File: src/hdl/assert_macros.svh
// Assertion helpers for the RTL.
`ifndef ASSERT_MACROS_SVH
`define ASSERT_MACROS_SVH

// same-cycle implication, disabled during reset
`define DGPR_ASSERT_NOW(label, ante, cons, msg) \
  label: assert property (@(posedge clk) disable iff (!rst_n) (ante) |-> (cons)) \
    else $error(msg);

// next-cycle implication, disabled during reset
`define DGPR_ASSERT_NEXT(label, ante, cons, msg) \
  label: assert property (@(posedge clk) disable iff (!rst_n) (ante) |=> (cons)) \
    else $error(msg);

`endif

File: src/hdl/dgpr_pkg.sv
package dgpr_pkg;

  localparam int unsigned SCREEN_W_DEF = 320;
  localparam int unsigned SCREEN_H_DEF = 240;

  localparam int unsigned GLYPH_ROWS   = 7;
  localparam int unsigned GLYPH_COLS   = 5;
  localparam int unsigned NUM_DIGITS   = 10;
  localparam int unsigned ROM_DEPTH    = NUM_DIGITS * GLYPH_ROWS;
  localparam int unsigned ROM_AW       = $clog2(ROM_DEPTH);
  localparam int unsigned ROW_W        = $clog2(GLYPH_ROWS);
  localparam int unsigned COL_W        = $clog2(GLYPH_COLS);

  localparam logic [7:0] CHAR_ZERO = 8'd48;
  localparam logic [7:0] CHAR_NINE = 8'd57;

  localparam logic signed [11:0] CHAR_ADVANCE = 12'sd6;
  localparam logic signed [11:0] CURSOR_MAX   = 12'sd2047;
  localparam logic signed [11:0] CURSOR_SAT   = CURSOR_MAX - CHAR_ADVANCE;

  typedef logic [GLYPH_COLS-1:0] glyph_row_t;

  // rows of each digit, top row first; bit 4 is the left column
  localparam glyph_row_t GLYPH_ROM [ROM_DEPTH] = '{
    5'h0E, 5'h11, 5'h11, 5'h11, 5'h11, 5'h11, 5'h0E,
    5'h04, 5'h0C, 5'h04, 5'h04, 5'h04, 5'h04, 5'h0E,
    5'h0E, 5'h11, 5'h01, 5'h06, 5'h08, 5'h10, 5'h1F,
    5'h1F, 5'h02, 5'h04, 5'h02, 5'h01, 5'h11, 5'h0E,
    5'h02, 5'h06, 5'h0A, 5'h12, 5'h1F, 5'h02, 5'h02,
    5'h1F, 5'h10, 5'h1E, 5'h01, 5'h01, 5'h11, 5'h0E,
    5'h0E, 5'h10, 5'h1E, 5'h11, 5'h11, 5'h11, 5'h0E,
    5'h1F, 5'h01, 5'h02, 5'h04, 5'h08, 5'h08, 5'h08,
    5'h0E, 5'h11, 5'h11, 5'h0E, 5'h11, 5'h11, 5'h0E,
    5'h0E, 5'h11, 5'h11, 5'h0F, 5'h01, 5'h11, 5'h0E
  };

  typedef struct packed {
    logic              start_of_text;
    logic signed [11:0] start_x;
    logic signed [11:0] start_y;
    logic [7:0]        char_code;
    logic [15:0]       color;
  } dgpr_in_t;

  typedef struct packed {
    logic [31:0] fb_addr;
    logic [8:0]  pixel_x;
    logic [9:0]  pixel_y;
    logic [15:0] pixel_color;
    logic        last;
  } dgpr_out_t;

  typedef struct packed {
    logic signed [11:0] x;
    logic signed [11:0] y;
  } cursor_t;

  typedef enum logic [1:0] {
    ST_IDLE,
    ST_LOAD,
    ST_SCAN,
    ST_FLUSH
  } state_t;

endpackage

File: src/hdl/dgpr_font_rom.sv
module dgpr_font_rom (
  input  logic                        clk,
  input  logic                        rd_en,
  input  logic [dgpr_pkg::ROM_AW-1:0] rd_addr,
  output dgpr_pkg::glyph_row_t        rd_data
);

  dgpr_pkg::glyph_row_t rd_data_r;

  always_ff @(posedge clk) begin
    if (rd_en) begin
      rd_data_r <= dgpr_pkg::GLYPH_ROM[rd_addr];
    end
  end

  assign rd_data = rd_data_r;

endmodule

File: src/hdl/dgpr_cursor_mem.sv
module dgpr_cursor_mem (
  input  logic              clk,
  input  logic              rst_n,
  input  logic              rd_en,
  output dgpr_pkg::cursor_t rd_data,
  input  logic              wr_en,
  input  dgpr_pkg::cursor_t wr_data
);

  dgpr_pkg::cursor_t mem [1];
  dgpr_pkg::cursor_t rd_data_r;
  logic              vld_r;
  logic              vld_nxt;

  assign vld_nxt = vld_r | wr_en;

  always_ff @(posedge clk) begin
    if (!rst_n) begin
      vld_r <= 1'b0;
    end else begin
      vld_r <= vld_nxt;
    end
  end

  always_ff @(posedge clk) begin
    if (wr_en) begin
      mem[0] <= wr_data;
    end
  end

  // entry reads as zero until first written after reset
  always_ff @(posedge clk) begin
    if (rd_en) begin
      rd_data_r <= vld_r ? mem[0] : '0;
    end
  end

  assign rd_data = rd_data_r;

endmodule

File: src/hdl/digit_glyph_pixel_renderer.sv
// Digit character generator. Each accepted word is one character; a digit '0'..'9' is
// drawn from a 5x7 font and gives one output word per visible set pixel (row by row,
// left column first), each with frame buffer address base + y*1024 + x*2; last marks
// the final pixel of the character. Anything else draws nothing but still moves the
// cursor right by 6 (saturating at 2047). The cursor lives in a one-entry synchronous
// store and the font in a synchronous ROM read one row at a time. A digit passes through
// accept, cursor read, a scan of the 35 glyph cells (one per cycle unless a ready pixel
// waits on a stalled output) and a final flush; other characters take only accept and
// cursor read. cfg_wr_data sets the frame buffer base and may only be written while
// the block is idle.
`include "assert_macros.svh"

module digit_glyph_pixel_renderer #(
  parameter int unsigned SCREEN_W = dgpr_pkg::SCREEN_W_DEF,
  parameter int unsigned SCREEN_H = dgpr_pkg::SCREEN_H_DEF
) (
  input  logic               clk,
  input  logic               rst_n,
  input  logic               cfg_wr_en,
  input  logic [31:0]        cfg_wr_data,
  input  logic               in_valid,
  output logic               in_stall,
  input  dgpr_pkg::dgpr_in_t in_word,
  output logic               out_valid,
  input  logic               out_stall,
  output dgpr_pkg::dgpr_out_t out_word
);

  localparam logic [dgpr_pkg::COL_W-1:0] COL_LAST = dgpr_pkg::COL_W'(dgpr_pkg::GLYPH_COLS - 1);
  localparam logic [dgpr_pkg::ROW_W-1:0] ROW_LAST = dgpr_pkg::ROW_W'(dgpr_pkg::GLYPH_ROWS - 1);

  dgpr_pkg::state_t   state_r, state_nxt;
  dgpr_pkg::dgpr_in_t item_r;
  dgpr_pkg::cursor_t  cur_r;
  logic [31:0]        base_r;

  logic [dgpr_pkg::ROW_W-1:0] row_r, row_nxt;
  logic [dgpr_pkg::COL_W-1:0] col_r, col_nxt;

  logic       pnd_valid_r, pnd_valid_nxt;
  logic [8:0] pnd_x_r;
  logic [9:0] pnd_y_r;

  logic                out_valid_r, out_valid_nxt;
  dgpr_pkg::dgpr_out_t out_word_r;

  dgpr_pkg::cursor_t    cur_rd_data, cur_now, cur_wr_data;
  dgpr_pkg::glyph_row_t rom_q;
  logic [dgpr_pkg::ROM_AW-1:0] rom_addr, glyph_base;
  logic [3:0]  digit;
  logic        is_digit;
  logic        cur_rd_en, cur_wr_en, rom_rd_en;
  logic        scan_adv, pnd_load, pnd_move, move_last;
  logic        out_free, bit_set, visible;
  logic [12:0] px, py;
  logic        in_acc, out_on_screen, scan_in_glyph;

  // ---------------- stores ----------------
  dgpr_cursor_mem u_cursor (
    .clk     (clk),
    .rst_n   (rst_n),
    .rd_en   (cur_rd_en),
    .rd_data (cur_rd_data),
    .wr_en   (cur_wr_en),
    .wr_data (cur_wr_data)
  );

  dgpr_font_rom u_font (
    .clk     (clk),
    .rd_en   (rom_rd_en),
    .rd_addr (rom_addr),
    .rd_data (rom_q)
  );

  // ---------------- datapath ----------------
  assign is_digit   = (item_r.char_code >= dgpr_pkg::CHAR_ZERO) &&
                      (item_r.char_code <= dgpr_pkg::CHAR_NINE);
  assign digit      = 4'(item_r.char_code - dgpr_pkg::CHAR_ZERO);
  assign glyph_base = dgpr_pkg::ROM_AW'(digit) * dgpr_pkg::ROM_AW'(dgpr_pkg::GLYPH_ROWS);

  assign cur_now = item_r.start_of_text ?
                   dgpr_pkg::cursor_t'{x: item_r.start_x, y: item_r.start_y} : cur_rd_data;

  always_comb begin
    cur_wr_data.y = cur_now.y;
    cur_wr_data.x = (cur_now.x > dgpr_pkg::CURSOR_SAT) ? dgpr_pkg::CURSOR_MAX
                                                       : cur_now.x + dgpr_pkg::CHAR_ADVANCE;
  end

  assign px = {cur_r.x[11], cur_r.x} + 13'(col_r);
  assign py = {cur_r.y[11], cur_r.y} + 13'(row_r);

  assign bit_set = rom_q[COL_LAST - col_r];
  assign visible = bit_set &&
                   !px[12] && (px[11:0] < 12'(SCREEN_W)) &&
                   !py[12] && (py[11:0] < 12'(SCREEN_H));

  assign out_free = !out_valid_r || !out_stall;

  // ---------------- sequencer ----------------
  always_comb begin
    state_nxt = state_r;
    unique case (state_r)
      dgpr_pkg::ST_IDLE: begin
        if (in_valid) state_nxt = dgpr_pkg::ST_LOAD;
      end
      dgpr_pkg::ST_LOAD: begin
        state_nxt = is_digit ? dgpr_pkg::ST_SCAN : dgpr_pkg::ST_IDLE;
      end
      dgpr_pkg::ST_SCAN: begin
        if (scan_adv && row_r == ROW_LAST && col_r == COL_LAST) state_nxt = dgpr_pkg::ST_FLUSH;
      end
      dgpr_pkg::ST_FLUSH: begin
        if (!pnd_valid_r || out_free) state_nxt = dgpr_pkg::ST_IDLE;
      end
      default: state_nxt = dgpr_pkg::ST_IDLE;
    endcase
  end

  always_comb begin
    in_stall  = 1'b1;
    cur_rd_en = 1'b0;
    cur_wr_en = 1'b0;
    rom_rd_en = 1'b0;
    rom_addr  = glyph_base;
    scan_adv  = 1'b0;
    pnd_load  = 1'b0;
    pnd_move  = 1'b0;
    move_last = 1'b0;
    unique case (state_r)
      dgpr_pkg::ST_IDLE: begin
        in_stall  = 1'b0;
        cur_rd_en = in_valid;
      end
      dgpr_pkg::ST_LOAD: begin
        // cursor written back once per item; the next read is only issued later, from idle
        cur_wr_en = 1'b1;
        rom_rd_en = is_digit;
      end
      dgpr_pkg::ST_SCAN: begin
        // a held pixel leaves only when a newer one replaces it, so last is known
        scan_adv  = !visible || !pnd_valid_r || out_free;
        pnd_load  = visible && scan_adv;
        pnd_move  = visible && pnd_valid_r && out_free;
        rom_rd_en = scan_adv && (col_r == COL_LAST) && (row_r != ROW_LAST);
        rom_addr  = glyph_base + dgpr_pkg::ROM_AW'(row_r) + dgpr_pkg::ROM_AW'(1);
      end
      dgpr_pkg::ST_FLUSH: begin
        pnd_move  = pnd_valid_r && out_free;
        move_last = 1'b1;
      end
      default: begin
        in_stall = 1'b1;
      end
    endcase
  end

  always_comb begin
    row_nxt = row_r;
    col_nxt = col_r;
    if (state_r == dgpr_pkg::ST_LOAD) begin
      row_nxt = '0;
      col_nxt = '0;
    end else if (scan_adv) begin
      if (col_r == COL_LAST) begin
        col_nxt = '0;
        row_nxt = row_r + 1'b1;
      end else begin
        col_nxt = col_r + 1'b1;
      end
    end
  end

  always_comb begin
    pnd_valid_nxt = pnd_valid_r;
    if (pnd_load) pnd_valid_nxt = 1'b1;
    else if (pnd_move) pnd_valid_nxt = 1'b0;
  end

  always_comb begin
    out_valid_nxt = out_valid_r && out_stall;
    if (pnd_move) out_valid_nxt = 1'b1;
  end

  // ---------------- registers ----------------
  always_ff @(posedge clk) begin
    if (!rst_n) begin
      state_r     <= dgpr_pkg::ST_IDLE;
      row_r       <= '0;
      col_r       <= '0;
      pnd_valid_r <= 1'b0;
      out_valid_r <= 1'b0;
      base_r      <= '0;
    end else begin
      state_r     <= state_nxt;
      row_r       <= row_nxt;
      col_r       <= col_nxt;
      pnd_valid_r <= pnd_valid_nxt;
      out_valid_r <= out_valid_nxt;
      if (cfg_wr_en) base_r <= cfg_wr_data;
    end
  end

  always_ff @(posedge clk) begin
    if (!in_stall && in_valid) item_r <= in_word;
    if (state_r == dgpr_pkg::ST_LOAD) cur_r <= cur_now;
    if (pnd_load) begin
      pnd_x_r <= px[8:0];
      pnd_y_r <= py[9:0];
    end
    if (pnd_move) begin
      out_word_r.fb_addr     <= base_r + {12'd0, pnd_y_r, pnd_x_r, 1'b0};
      out_word_r.pixel_x     <= pnd_x_r;
      out_word_r.pixel_y     <= pnd_y_r;
      out_word_r.pixel_color <= item_r.color;
      out_word_r.last        <= move_last;
    end
  end

  assign out_valid = out_valid_r;
  assign out_word  = out_word_r;

  // ---------------- checks ----------------
  assign in_acc        = in_valid && !in_stall;
  assign out_on_screen = (32'(out_word_r.pixel_x) < SCREEN_W) &&
                         (32'(out_word_r.pixel_y) < SCREEN_H);
  assign scan_in_glyph = (row_r <= ROW_LAST) && (col_r <= COL_LAST);

  `DGPR_ASSERT_NOW(a_idle_no_pending, !in_stall, !pnd_valid_r, "pixel held while idle")
  `DGPR_ASSERT_NOW(a_out_on_screen, out_valid_r, out_on_screen, "clipped pixel emitted")
  `DGPR_ASSERT_NOW(a_scan_range, state_r == dgpr_pkg::ST_SCAN, scan_in_glyph, "scan out of glyph")
  `DGPR_ASSERT_NEXT(a_accept_loads, in_acc, state_r == dgpr_pkg::ST_LOAD, "word not loaded")

endmodule

File: config.mk
export PLATFORM = sky130hd
export DESIGN_NAME = digit_glyph_pixel_renderer
export DESIGN_NICKNAME = d
export VERILOG_FILES = /design/src/hdl/dgpr_pkg.sv /design/src/hdl/dgpr_font_rom.sv /design/src/hdl/dgpr_cursor_mem.sv /design/src/hdl/digit_glyph_pixel_renderer.sv
export VERILOG_INCLUDE_DIRS = /design/src /design/src/hdl
export SDC_FILE = /design/constraint.sdc
export NUM_CORES = 1
export LEC_CHECK = 0
export ABC_AREA = 0
export BUFFER_PORTS_ARGS = -buffer_cell sky130_fd_sc_hd__buf_2
export CAP_MARGIN = 20
export CORE_UTILIZATION = 50
export CTS_CLUSTER_SIZE = 20
export DETAILED_ROUTE_END_ITERATION = 10
export PLACE_DENSITY = 0.7
export SLEW_MARGIN = 20
export SYNTH_ARGS = -nofsm -noshare
export SYNTH_HDL_FRONTEND = slang
export SYNTH_HIERARCHICAL = 1
export SYNTH_SLANG_ARGS = --single-unit
File: constraint.sdc
create_clock -name clk -period 9.45 [get_ports clk]
set_clock_uncertainty 0.05 [all_clocks]
set_input_delay 1.4175 -clock clk [delete_from_list [all_inputs] [get_ports clk]]
set_output_delay 1.4175 -clock clk [all_outputs]
set_load 0.005 [all_outputs]
======== Word level (Yosys, flattened, before mapping) ========
Memory sizes are Yosys's and may differ from the RTL's. A register that Yosys moved wholly into a read port is not among the register bits.
Cells that the tools add are included.
word-level totals
  register bits ........................... 203
  bits in writable memories ............... 24
  memory bits (read-only) ................. 640
  input port bits ......................... 86
  output and inout bits ................... 70
  logic and storage cells ................. 107
  memories kept ........................... 2
memory list
  name             depth  width  rd ports  clocked after memory_dff  write ports  RTL line               RTL
  (no name shown)  128    5      1         1                         0            dgpr_font_rom.sv:12    rd_data_r <= dgpr_pkg::GLYPH_ROM[rd_addr];
  u_cursor.mem     1      24     1         1                         1            dgpr_cursor_mem.sv:10  dgpr_pkg::cursor_t mem [1];
operators by class
  add/subtract/negate cells ............... 10
  multipliers ............................. 1
  magnitude comparators ................... 6
  eq/ne operators ......................... 9
  multiplexer cells ....................... 24
  bitwise gates (word level) .............. 3
  reduce and logical (&&, ||, !) cells .... 31
operator list
  operator                                                                           number
  32-bit by 20-bit adder with 32-bit output                                          1
  12-bit by 4-bit adder with 13-bit output                                           2
  24-bit two-way mux                                                                 1
  1-bit logical AND                                                                  15
  12-bit by 4-bit adder with 12-bit output (second input constant)                   1
  12-bit > comparator (second input constant)                                        1
  12-bit by 8-bit < comparator with 1-bit output (second input constant)             1
  12-bit by 9-bit < comparator with 1-bit output (second input constant)             1
  1-bit two-way mux                                                                  12
  12-bit two-way mux                                                                 1
  8-bit by 6-bit >= comparator with 1-bit output (second input constant)             1
  8-bit by 6-bit less-or-equal comparator with 1-bit output (second input constant)  1
  2-bit two-way mux                                                                  4
  7-bit inverter with 8-bit output                                                   1
  2-bit case mux with 4 select lines                                                 1
  7-bit by 1-bit adder with 7-bit output (second input constant)                     1
  7-bit by 3-bit adder with 7-bit output                                             1
  1-bit logical NOT                                                                  7
  4-bit by 3-bit multiplier with 7-bit output (second input constant)                1
  7-bit two-way mux                                                                  1
  3-bit by 1-bit adder with 3-bit output (second input constant)                     2
  3-bit == test (second input constant)                                              2
  2-bit inequality test (second input constant)                                      3
  2-bit == test (second input constant)                                              2
  other kinds (16)                                                                   20

======== Depth between registers and ports, before layout ========
  depth after elaboration ................. 15
  mapped depth ............................ 14
  gate-level depth less buffers ........... 13

======== By module ========
Netlist, hierarchy kept.
by module, submodules not included
  module                      instances  cells an instance  area an instance (um^2)
  digit_glyph_pixel_renderer  1          809                9949.5
  dgpr_cursor_mem             1          76                 1659.1
  dgpr_font_rom               1          107                873.3

======== Least setup slack after synthesis ========
OpenSTA, ideal clock, no wires.
  path kind ............................... register to register
  from .................................... reg cur_r[0] (netlist name)
  to ...................................... reg out_word_r (netlist bit out_word[0]) (enable)
  arrival ................................. 7080 ps
  required time ........................... 8796 ps
  path slack .............................. 1716 ps
  cell stages (with the launch flop) ...... 10
  period minus slack after synthesis ...... 7734 ps
  cell sequence ........................... edfxtp_1 ha_1 fa_1 a21oi_1 o22ai_1 a211oi_2 nor2_1 nor4_1 nand3_1 a221oi_1
on the way
  longest elaborated chain between the ends .. 7
  elaborated cells between the ends (all ways) .. 8
  those cells by class .................... 1 x add/sub; 1 x order compare; 1 x mux; 5 x reduce/logical
ends and longest elaborated chain
  element                                                                                 RTL line                           RTL
  from (decl)                                                                             digit_glyph_pixel_renderer.sv:34   dgpr_pkg::cursor_t cur_r;
  from (signal assigned)                                                                  digit_glyph_pixel_renderer.sv:206  if (state_r == dgpr_pkg::ST_LOAD) cur_r <= cur_now;
  12-bit by 4-bit adder with 13-bit output *                                              digit_glyph_pixel_renderer.sv:91   assign py = {cur_r.y[11], cur_r.y} + 13'(row_r);
  branches (longest 2 deep; another with 12-bit by 8-bit < comparator with 1-bit output)  -
  1-bit logical AND *                                                                     digit_glyph_pixel_renderer.sv:96   !py[12] && (py[11:0] < 12'(SCREEN_H));
  1-bit logical AND * (2 in series)                                                       digit_glyph_pixel_renderer.sv:144  pnd_move = visible && pnd_valid_r && out_free;
  1-bit case mux with 2 select lines *                                                    digit_glyph_pixel_renderer.sv:130  unique case (state_r)
  via pnd_move                                                                            digit_glyph_pixel_renderer.sv:53   logic scan_adv, pnd_load, pnd_move, move_last;
  to (decl)                                                                               digit_glyph_pixel_renderer.sv:45   dgpr_pkg::dgpr_out_t out_word_r;
Mark *: on every way through the listed nets, which the timed path passes.
A chain may end at the register's enable or synchronous reset.

======== Worst setup path in the final report ========
  from .................................... reg item_r[18] (netlist name)
  to ...................................... reg u_font.rd_data_r[0], in the netlist u_font/rd_data[0], data pin
on the way
  longest elaborated chain between the ends .. 6
  elaborated cells between the ends (all ways) .. 10
  those cells by class .................... 3 x add/sub; 1 x mul; 2 x order compare; 2 x mux; 1 x bitwise; 1 x reduce/logical
ends and longest elaborated chain
  element                                                   RTL line                           RTL
  from (decl)                                               digit_glyph_pixel_renderer.sv:33   dgpr_pkg::dgpr_in_t item_r;
  from (signal assigned)                                    digit_glyph_pixel_renderer.sv:205  if (!in_stall && in_valid) item_r <= in_word;
  4-bit by 1-bit subtractor with 4-bit output *             digit_glyph_pixel_renderer.sv:78   assign digit = 4'(item_r.char_code - dgpr_pkg::CHAR_ZERO);
  4-bit by 3-bit multiplier with 7-bit output *             digit_glyph_pixel_renderer.sv:79   assign glyph_base = dgpr_pkg::ROM_AW'(digit) * dgpr_pkg::ROM_AW'(dgpr_pkg::GLYPH_ROWS);
  7-bit by 3-bit adder with 7-bit output                    digit_glyph_pixel_renderer.sv:146  rom_addr = glyph_base + dgpr_pkg::ROM_AW'(row_r) + dgpr_pkg::ROM_AW'(1);
  7-bit by 1-bit adder with 7-bit output                    digit_glyph_pixel_renderer.sv:146
  7-bit two-way mux *                                       digit_glyph_pixel_renderer.sv:130
  via rom_addr (one bit)                                    digit_glyph_pixel_renderer.sv:49   logic [dgpr_pkg::ROM_AW-1:0] rom_addr, glyph_base;
  7-bit inverter with 8-bit output (not written as such) *  dgpr_font_rom.sv:12
  to (decl)                                                 dgpr_font_rom.sv:8                 dgpr_pkg::glyph_row_t rd_data_r;
Mark *: on every way through the listed nets, which the timed path passes. The rest lies on a longest branch.

==> parameters.txt <==
Parameter                              Value

Status
  Result of the run ... completed

Hold path
  Worst Hold Class ... register to register
  Number of stages on the worst hold path ... 0
  Worst hold start ... item_r[13]
  Worst Hold End ... out_word[14]

Synth
  Sequential area share after synthesis ... 58.1%
  Post-synthesis net count ... 1,144
  Number of flops mapped to enable cells by yosys ... 213
  Number of different library cells in the post-synthesis netlist ... 88
  FF+latch count, synth ... 256
  Netlist area before placement ... 12,500 um^2
  Synth async-reset ratio ... 0%
  Synthesized area per cell ... 12.6 um^2
  Number of warnings issued by yosys ... 6
  Portion of synthesized cell area occupied by the leading cell type ... 51.2%
  Top post-synthesis cells by area ... edfxtp_1, dfxtp_1, ha_1, mux2i_1, nor2_1
  Largest area contributor in the synthesized netlist ... edfxtp_1
  Commonest register cell after synthesis ... edfxtp_1
  Number of instances in the synthesized netlist ... 992

Route
  Routed wire length ... 24,600 um
  Count of nets left with antenna violations after detail routing ... 0
  Routed length per placed instance ... 16.5 um
  Avg Vias per Cell ... 5.46
  Residual DRC ... 0
  Number of DRC markers in iteration 0 ... 468
  Number of iterations in the first detailed-routing pass ... 5
  Routed via count ... 8,150

Critical path
  Worst-path maximum fanout ... 11
  Worst reg-to-reg setup slack ... 5.34 ns
  Path depth of the worst reg2reg path ... 11
  Kind of critical path ... register to register
  Worst path arrival time ... 4.35 ns
  Nature of the critical path endpoint ... register
  Required time reported for the critical path endpoint ... 9.69 ns
  Startpoint type of the worst setup path ... register
  Worst reg2reg startpoint ... item_r[18]
  End of the worst register-to-register path ... u_font/rd_data[0]

CTS
  TritonCTS clock tree ... built
  Total of cells resized after clock tree synthesis ... 0
  Cell chosen for the clock root ... clkbuf_16
  CTS Buf Count ... 27
  Clock tree buffer depth ... 3
  Clock edge transition at the registers on the reported setup and hold paths ... 0.06 ns
  Sinks on the clock net ... 256
  Source-to-sink clock delay at the later pin of the worst-skew pair ... 0.54 ns
  CTS H-tree depth ... 1
  Post-CTS Setup Repair Bufs ... 0
  CTS Hold Buffers Added ... 0

Power
  Largest vdd supply drop ... 138 uV
  Pwr Density ... 191 nW/um^2
  Static leakage ... 5.68 nW

Die
  Standard-cell rows ... 57
  Effective utilization at floorplan ... 51.2%
  Floorplan core area ... 24,400 um^2
  Top-level port count ... 156
  Die outline height ... 160 um
  Horizontal die dimension ... 160 um
  Total Die Area ... 25,600 um^2

Timing
  Slew of the pin with the lowest slew margin ... 1.02 ns
  Final Hold Vio Count ... 0
  Worst slew margin relative to its limit ... 31.8%
  Total count of max-transition violations in the final report ... 0
  Time the worst path needs with I/O delays and setup ... 4.11 ns
  Setup TNS ... 0 ns
  Endpoints failing setup ... 0
  Setup repair after global routing missed its margin ... no
  F_max ... 244 MHz
  Final Cycle Share ... 43.4%

Cells and area
  Final net count ... 1,300
  Highest-count cells in the layout ignoring fill and taps ... edfxtp_1, buf_2, nor2_1
  Post-Route Utilization ... 59.4%
  Ratio of cells with drive above 1 in the final layout ... 22.8%
  Filler cell count ... 1,968
  Leading cell type in the layout, fill and taps excluded ... edfxtp_1
  Area added between synthesis and finish ... 16.1%
  Number of antenna cells inserted ... 0

GRT
  Number of global-route vias before repair ... 7,868
  Maximum number of pins on one net before global-route repair ... 69
  Total overflow reported by the global router ... 0
  First-pass GRT wire length ... 39,700 um
  Total routing usage reported by global routing ... 19.3%
  Initial antenna violation count ... 0

Placed design
  Placed wire-length estimate after detailed placement ... 17,500 um
  Placer's final routability congestion estimate ... 0.828
  Count of input and output buffers ... 155

Job
  Number of max-capacitance violations reported ... 0
worst max path at each step:
stage                           from           endpoint  slack (ns)  depth (start not counted)
final                     item_r[18]  u_font/rd_data[0]        5.34                         11
after global routing      item_r[17]  u_font/rd_data[3]        5.06                         12
after CTS                 item_r[18]  u_font/rd_data[0]        5.37                         11
after detailed placement  item_r[18]  u_font/rd_data[0]        5.39                         11
after global placement    item_r[18]  u_font/rd_data[0]        5.52                         11
after floorplan             cur_r[0]        out_word[0]        1.72                          9
sequential cells by signal (all words and copies together), names as in the netlist, named ones only:
name              flops
out_word             68
pnd_y_r              10
u_cursor/mem         24
col_r                 3
u_cursor/rd_data     24
pnd_valid_r           1
cur_r                24
pnd_x_r               9
u_font/rd_data        5
base_r               32
item_r               49
u_cursor/vld_r        1
out_valid             1
row_r                 3
state_r               1
final cells by class:
class                      instances  area [um^2]  area share (%)
clock buffer                      30          687            4.74
inverter                          54          203            1.40
clock inverter                    19          241            1.67
tap                              324          405            2.80
timing repair buffer             164          843            5.82
sequential                       256         7260            50.1
multi-input combinational        645         4850            33.5
routing by layer:
layer	vias up	GRT usage [%]	routed length, um
met3	43	3.38	1230
met2	209	33.0	12000
met5	-	0	0
li1	4018	-	-
met4	0	5.24	585
met1	3880	25.3	10800
kinds of logic (layout without fill, tap and decap cells):
kind of cell / Yosys count / in the layout / synth area share, %
buffers and inverters: 91 / 267 / 3.20
multiplexers: 69 / 69 / 5.92
AND/OR/NAND/NOR: 297 / 297 / 13.0
flip-flops: 256 / 256 / 58.1
AO/OA/AOI/OAI: 169 / 169 / 9.57
adder cells (fa/ha/maj): 66 / 66 / 7.10
XOR/XNOR: 44 / 44 / 3.09
Yosys cell counts, types with 18 or more instances:
cell type,count
edfxtp_1,213
nor2_1,75
ha_1,58
inv_1,52
nand2_1,49
mux2i_1,48
dfxtp_1,43
a21oi_1,39
nor3_1,33
xnor2_1,29
clkbuf_1,18
mux2_2,18
power by group:
| part | switching, mW | leakage [nW] | internal [mW] | total (mW) |
|---|---|---|---|---|
| logic | 0.201 | 2.88 | 0.149 | 0.350 |
| registers | 0.0336 | 2.35 | 1.30 | 1.33 |
| clock network | 0.431 | 0.455 | 0.664 | 1.09 |
| total | 0.666 | 5.68 | 2.11 | 2.77 |
through the flow:
stage	hold slack [ns]	std cells	setup slack (ns)	total power, mW	instance area (um^2)
final	0.369	1492	5.34	2.77	14500
after global routing	0.377	1492	5.06	2.89	14500
after CTS	0.371	1492	5.37	2.80	14500
after detailed placement	0.355	1443	5.39	1.70	13600
after global placement	0.350	1443	5.52	1.69	13600
after floorplan	0.350	992	1.72	1.62	12500
critical path: stages (launching register included):
cell       delay [ns]
edfxtp_1         0.51
fa_1             0.49
ha_1             0.22
fa_1             0.41
xor2_1           0.27
o2111ai_1        0.18
xnor2_1          0.83
nor2_1           0.10
mux2_1           0.34
o21ai_0          0.21
nand2_1          0.08
o21a_1           0.17
(Power assumes the default switching activity.)
